==> src/rtl/core/psbh_pkg.sv <==
// ----------------------------------------------------------------------------
// psbh_pkg: shared types and constants of the polynomial string bucket hash
// Widths of the hash, bucket and byte fields and the record that moves
// through the chain of remainder cells.
// ----------------------------------------------------------------------------
package psbh_pkg;

  localparam int unsigned SUM_W    = 32;  // running sum, also number of cells
  localparam int unsigned BUCKET_W = 31;
  localparam int unsigned BYTE_W   = 8;

  localparam logic [SUM_W-1:0]    HASH_BASE    = 32'd37;
  localparam logic [BUCKET_W-1:0] BUCKET_RESET = 31'd200000;

  // One slot of the remainder chain.
  typedef struct packed {
    logic                valid;
    logic [BUCKET_W-1:0] rem;  // partial remainder
    logic [SUM_W-1:0]    dvd;  // dividend bits not yet consumed, MSB first
  } stage_t;

endpackage

==> src/rtl/core/psbh_accum.sv <==
// ----------------------------------------------------------------------------
// psbh_accum: running base-37 sum of the incoming string bytes
// Loads the sum on a string's first byte, folds later bytes in, and hands
// the finished sum to the remainder chain on the last byte.
// ----------------------------------------------------------------------------
module psbh_accum (
  input  logic                         clk,
  input  logic                         rst,
  input  logic                         accept,
  input  logic [psbh_pkg::BYTE_W-1:0]  data_byte,
  input  logic                         last,
  output logic                         at_start,
  output psbh_pkg::stage_t             head
);
  import psbh_pkg::*;

  logic [SUM_W-1:0] sum;
  logic [SUM_W-1:0] sum_next;
  logic [SUM_W-1:0] byte_ext;

  assign byte_ext = {{(SUM_W-BYTE_W){1'b0}}, data_byte};
  // sum*37 wraps modulo 2^32
  assign sum_next = at_start ? byte_ext : (sum * HASH_BASE) + byte_ext;

  always_ff @(posedge clk) begin
    if (rst) begin
      sum      <= '0;
      at_start <= 1'b1;
    end else if (accept) begin
      sum      <= sum_next;
      at_start <= last;
    end
  end

  always_comb begin
    head.valid = accept && last;
    head.rem   = '0;
    head.dvd   = sum_next;
  end

endmodule

==> src/rtl/core/psbh_cell.sv <==
// ----------------------------------------------------------------------------
// psbh_cell: one restoring remainder step
// Shifts one dividend bit into the partial remainder, subtracts the bucket
// count when it fits, and registers the slot for the next cell.
// ----------------------------------------------------------------------------
module psbh_cell (
  input  logic                          clk,
  input  logic                          rst,
  input  logic                          advance,
  input  logic [psbh_pkg::BUCKET_W-1:0] divisor,
  input  psbh_pkg::stage_t              din,
  output psbh_pkg::stage_t              dout
);
  import psbh_pkg::*;

  logic [BUCKET_W:0] trial;
  logic [BUCKET_W:0] divisor_ext;
  logic [BUCKET_W:0] diff;
  logic              fits;
  stage_t            step;

  assign trial       = {din.rem, din.dvd[SUM_W-1]};
  assign divisor_ext = {1'b0, divisor};
  assign fits        = trial >= divisor_ext;
  assign diff        = trial - divisor_ext;

  // trial < 2*divisor, so either branch fits in BUCKET_W bits
  always_comb begin
    step.valid = din.valid;
    step.rem   = fits ? diff[BUCKET_W-1:0] : trial[BUCKET_W-1:0];
    step.dvd   = {din.dvd[SUM_W-2:0], 1'b0};
  end

  // only the valid bit is reset; data follows it
  always_ff @(posedge clk) begin
    if (advance) begin
      dout.rem <= step.rem;
      dout.dvd <= step.dvd;
    end
    if (rst) begin
      dout.valid <= 1'b0;
    end else if (advance) begin
      dout.valid <= step.valid;
    end
  end

endmodule

==> src/rtl/core/polynomial_string_bucket_hash.sv <==
// ----------------------------------------------------------------------------
// polynomial_string_bucket_hash: base-37 string hash reduced to a bucket
// Byte stream in, one bucket index per string out.
// ----------------------------------------------------------------------------
// Usage:
//   s_* carries one string byte per request; s_tlast marks the final byte.
//   The first byte of a string loads the 32-bit sum, later bytes give
//   sum*37 + byte (mod 2^32). On the last byte the sum enters a chain of 32
//   remainder cells, one dividend bit per cell, and m_* delivers
//   sum mod bucket_count. A bucket_count of zero yields bucket 0.
//   Throughput: one byte per cycle while m_* is not stalled; bytes of following
//   strings stream in while earlier sums move down the chain. The bucket shows
//   on m_* once the sum has passed all 32 remainder cells; the last cell is
//   the output register.
//   Stall: while a result waits on m_* and m_tready is low, the whole chain
//   and the input hold (s_tready low); nothing is dropped.
//   Reset: rst clears the chain, arms the start-of-string flag and sets
//   bucket_count to 200000. cfg_wen writes bucket_count; write it only with
//   no string in flight.
// ----------------------------------------------------------------------------
module polynomial_string_bucket_hash (
  input  logic                          clk,
  input  logic                          rst,
  // configuration
  input  logic                          cfg_wen,
  input  logic [psbh_pkg::BUCKET_W-1:0] cfg_wdata,  // bucket_count
  // byte stream in
  input  logic                          s_tvalid,
  output logic                          s_tready,
  input  logic [7:0]                    s_tdata,    // [7:0] data_byte
  input  logic                          s_tlast,    // last byte of string
  // bucket results out
  output logic                          m_tvalid,
  input  logic                          m_tready,
  output logic [31:0]                   m_tdata     // [30:0] bucket, [31] zero
);
  import psbh_pkg::*;

  logic [BUCKET_W-1:0] bucket_count;
  logic [BUCKET_W-1:0] bucket;
  logic                advance;
  logic                accept;
  logic                at_start;
  stage_t              chain [SUM_W+1];  // chain[0] is the head, chain[i+1] cell i

  always_ff @(posedge clk) begin
    if (rst) begin
      bucket_count <= BUCKET_RESET;
    end else if (cfg_wen) begin
      bucket_count <= cfg_wdata;
    end
  end

  // The last cell doubles as the output register; everything moves together.
  assign advance  = !chain[SUM_W].valid || m_tready;
  assign s_tready = advance;
  assign accept   = s_tvalid && s_tready;

  psbh_accum u_accum (
    .clk       (clk),
    .rst       (rst),
    .accept    (accept),
    .data_byte (s_tdata[BYTE_W-1:0]),
    .last      (s_tlast),
    .at_start  (at_start),
    .head      (chain[0])
  );

  for (genvar i = 0; i < SUM_W; i++) begin : g_cell
    psbh_cell u_cell (
      .clk     (clk),
      .rst     (rst),
      .advance (advance),
      .divisor (bucket_count),
      .din     (chain[i]),
      .dout    (chain[i+1])
    );
  end

  // zero buckets: the chain just shifts the sum through, so force bucket 0;
  // the user must keep bucket_count steady while a sum is in the chain; not enforced here
  assign bucket   = (bucket_count == '0) ? {BUCKET_W{1'b0}} : chain[SUM_W].rem;
  assign m_tvalid = chain[SUM_W].valid;
  assign m_tdata  = {1'b0, bucket};

  // a last byte always lands in the first cell
  a_last_enters: assert property (@(posedge clk) disable iff (rst)
    (accept && s_tlast) |=> g_cell[0].u_cell.dout.valid)
    else $error("last byte did not enter the remainder chain");

  // a byte that is not last leaves the block mid-string
  a_mid_string: assert property (@(posedge clk) disable iff (rst)
    (accept && !s_tlast) |=> !at_start)
    else $error("start flag set after a byte that is not last");

  // a stalled chain holds its slots
  a_chain_hold: assert property (@(posedge clk) disable iff (rst)
    (!advance) |=> ($stable(g_cell[0].u_cell.dout.valid) && $stable(m_tvalid)))
    else $error("remainder chain moved while stalled");

endmodule
==> config.mk <==
export PLATFORM = sky130hd
export DESIGN_NAME = polynomial_string_bucket_hash
export DESIGN_NICKNAME = d
export VERILOG_FILES = /design/src/rtl/core/psbh_pkg.sv /design/src/rtl/core/psbh_accum.sv /design/src/rtl/core/psbh_cell.sv /design/src/rtl/core/polynomial_string_bucket_hash.sv
export SDC_FILE = /design/constraint.sdc
export NUM_CORES = 2
export LEC_CHECK = 0
export ABC_AREA = 0
export BUFFER_PORTS_ARGS = -buffer_cell sky130_fd_sc_hd__buf_2
export CAP_MARGIN = 10
export CORE_UTILIZATION = 65
export DETAILED_ROUTE_END_ITERATION = 6
export PLACE_DENSITY_LB_ADDON = 0.05
export SYNTH_ARGS = -nofsm -noshare
export SYNTH_HDL_FRONTEND = slang
export SYNTH_SLANG_ARGS = --single-unit
==> constraint.sdc <==
create_clock -name clk -period 125.4 [get_ports clk]
set_input_delay 12.54 -clock clk [delete_from_list [all_inputs] [get_ports clk]]
set_output_delay 12.54 -clock clk [all_outputs]
set_load 0.01 [all_outputs]
==> impl_metrics.ini <==
[setup_path]
crit_type = input port to primary output
cp-start-kind = input port
arrival_ns = 13.61
crit_fanout = 58
cp.required_ns = 112.86
cp_slowest_cell = buf_4
slowest_delay_ns = 0.36
end_kind = primary output
path_common_cell = buf_2
cp_top_family = buffers and inverters
critPathBufInv = 4
cp_cell_sequence = buf_2, nor2b_2, buf_4, inv_8, buf_2

[pwr]
leakage_nw = 50.4
switching_share = 0.404
seq_power_share = 0.293
ir_drop_uv = 20.3
powerDensity_nw_per_um2 = 27.1
finalPower_mw = 3.24
power.internal_mw = 1.93
power_frac_comb = 0.541
switchingPower_mw = 1.31
clkPwrFrac = 0.166

[clocking]
clock_sinks = 1584
hold_buffers = 0
root_buffer = clkbuf_16
post_cts_buffers = 0
clock_path_buffers = 3
htree_levels = 4
cts-buffers-inserted = 170
cts_tree = yes
post_cts_resized = 0
clock_latency_ns = 0.87
path_clk_slew_ns = 0.07

[timing]
setup_viol = 0
rsz0062_at_grt = no
fmax_mhz = 38.2
hold_viol = 0
tightest_slew_ns = 1.15
slew_violations = 0
finalCritPeriodShare = 0.209
finalSetupTns_ns = 0
setup_ws_ns = 99.25
finalClockSkew_ns = 0.0543
min_period_ns = 26.15
hold-worst-slack_ns = 0.391
relSlewSlack = 0.233

[global_route]
grt-ovfl-total = 0
grt_max_degree = 200
grt_pass1_wl_um = 443000
first_global_vias = 80100
antenna_found_initial = 3
grt_use_total = 0.326

[final_layout]
utilization = 0.711
syn_to_final_growth_pct = 8.12
final_cell_area_um2 = 119000
layout.nets = 11900
regArea_um2 = 46600
final_cells = 13000
drive_above_1_share = 0.103
fillers = 12200
multi_input_area_um2 = 61400

[floorplanning]
ios = 79
die_w_um = 414
chipHeight_um = 414
rows = 150
start_util = 0.657
die_area_um2 = 172000
core_area_um2 = 168000

[yosys]
ys_ff_latch = 1584
ys_seq_area_frac = 0.422
yosys.area.top_type = edfxtp_1
synth_top_family_by_area = compound AO/OA/AOI/OAI gates
async_reset_ff_frac = 0
synthXorXnorAreaFrac = 0.0645
muxShareOfSynthArea = 0.0617
synthCells = 10600
synth_top_flop_cell = edfxtp_1
synth-simple-area-share = 0.117
synth-edff-count = 1488
syn-num-nets = 11800
synth_area_um2 = 110000
synthAdderAreaFrac = 0.133
synth_area_leaders = edfxtp_1 40%, ha_1 12%, mux2_2 4.9%, a21oi_1 4.6%, xnor2_1 4.2%
yosys_warnings = 0
synth_compound_area_frac = 0.178
syn_avg_cell_area_um2 = 10.4
yosysTopAreaCellShare = 0.405
synthDistinctLibCells = 113

[routing]
antenna_left = 0
drc = 3
drtIter0Drc = 7509
dr.pass1.iters = 7
viasPerCell = 6.46
wirelength_um = 286000
vias = 84100
drt-wirelength-per-cell_um = 21.9

[place]
dp.final_hpwl_um = 202000
gp_congestion = 0.968
dp.cells = 12700
post-place-ws_ns = 99.23
io_buffers = 77
post_dp_cell_area_um2 = 113000

[flow_run]
max-cap-violations = 0

[hold_path]
hp-class = register to register

[status]
status = complete, but fails checks
violations = design-rule violations
## flip-flops by register name, summed over array words and instances, names as in the netlist
name                flops
g_cell.u_cell.dout   1520
u_accum.sum            32
bucket_count           31
u_accum.at_start        1
## cells in the final DEF, fill, tap and decap left out, drive strengths merged, types with 33 or more instances in the layout
cell type / netlist / final
edfxtp: 1488 / 1488
ha: 1078 / 1078
a21oi: 1024 / 1024
nor2: 781 / 781
nand2: 730 / 730
o21ai: 666 / 666
xnor2: 529 / 529
mux2: 525 / 525
a21o: 431 / 431
inv: 371 / 384
xor2: 284 / 284
nand3: 201 / 201
clkbuf: 210 / 199
nor2b: 197 / 197
nor3: 181 / 181
buf: 68 / 175
o21a: 161 / 161
nand4: 135 / 135
nand2b: 124 / 124
o21bai: 108 / 108
dfxtp: 96 / 96
a31oi: 96 / 96
and3: 93 / 93
a211oi: 92 / 92
mux2i: 80 / 80
o31ai: 74 / 74
clkinv: 1 / 73
fa: 61 / 61
o211ai: 55 / 55
nor4: 53 / 53
o31a: 50 / 50
and2: 48 / 48
or2: 44 / 44
o41ai: 37 / 37
or3: 36 / 36
a211o: 33 / 33
## worst reg2reg max path, cell delays in order, from the launching register on
cell and delay (ns):
dfxtp_1 0.45, ha_1 0.27, ha_1 0.30, fa_1 0.54, inv_1 0.06, fa_1 0.50
inv_1 0.04, ha_1 0.29, o21ai_0 0.11, a21oi_1 0.23, nand3_1 0.14, a31oi_1 0.37
a21oi_1 0.18, nor3_1 0.16, nor2_1 0.08, o31ai_1 0.31, xnor2_1 0.23, nand2_1 0.10
ha_1 0.34, o21ai_2 0.89, nor2_1 0.08, a31o_2 0.25
## cells by family (layout without fill, tap and decap cells)
family,count (synthesis),after routing
simple gates,2714,2714
xor+xnor,813,813
mux,605,605
fa+ha+maj,1139,1139
flops,1584,1584
other cells,1,2
compound gates,3100,3100
buf+inv,651,865
## per-layer routing
metal / vias to the layer above / GRT usage / wire length [um]
met4: 4 / 0.155 / 14400
met2: 2998 / 0.502 / 125000
met5: - / 0 / 23
met3: 685 / 0.0450 / 20500
li1: 40200 / - / -
met1: 40200 / 0.457 / 126000
## final timing paths
path / from / endpoint / slack, ns / cells past startpoint
worst max-delay path: m_tready / s_tready / 99.25 / 5
worst min-delay path: g_cell[13].u_cell.dout[15]$_DFFE_PN_ / g_cell[14].u_cell.dout[16]$_DFFE_PN_ / 0.39 / 0
worst max register to register: u_accum.sum[5]$_SDFFE_PP0P_ / g_cell[0].u_cell.dout[32]$_DFFE_PN_ / 119.23 / 21
worst min register to register: g_cell[13].u_cell.dout[15]$_DFFE_PN_ / g_cell[14].u_cell.dout[16]$_DFFE_PN_ / 0.39 / 0
## power by group through the flow
stage | registers [mW] | logic (mW) | clock network, mW
after CTS | 0.945 | 1.72 | 0.544
after global routing | 0.961 | 1.92 | 0.563
after detailed placement | 0.949 | 1.70 | 0
after floorplan | 0.897 | 1.36 | 0
final | 0.948 | 1.75 | 0.537
after global placement | 0.950 | 1.67 | 0
## synth_stat cells, types with 17 or more instances
cell and number:
nor3_1 181, nor4_1 52, nand4_1 135, o31ai_1 73
nor2b_1 196, a41oi_1 21, a211o_1 33, or2_2 43
o21bai_1 108, a31oi_1 95, xor2_1 284, a21oi_1 1023
o21a_1 161, edfxtp_1 1488, o211ai_1 55, o41ai_1 31
a211oi_1 91, o21ai_1 40, a21o_1 429, clkbuf_1 209
a2111oi_0 17, and4_1 22, buf_2 42, nand3_1 201
nor2_1 781, and3_1 93, mux2_2 478, nand2_1 730
dfxtp_1 96, inv_1 371, o31a_1 50, or3_1 36
xnor2_1 529, a31o_2 21, o21ai_0 625, nand2b_1 124
mux2_4 26, and2_1 46, a21boi_0 23, fa_1 61
mux2_1 21, mux2i_1 80, a221o_1 18, ha_1 1078
a221oi_1 17
## area by class of cell
class,count,area share
multi-input cells,8372,0.514
flip-flops and latches,1584,0.390
clock buffers,199,0.0371
well taps,2204,0.0231
clock inverters,119,0.0134
inverters,372,0.0118
repair buffers,175,0.00991
diodes,1,0.0000210
(Power assumes the default switching activity.)
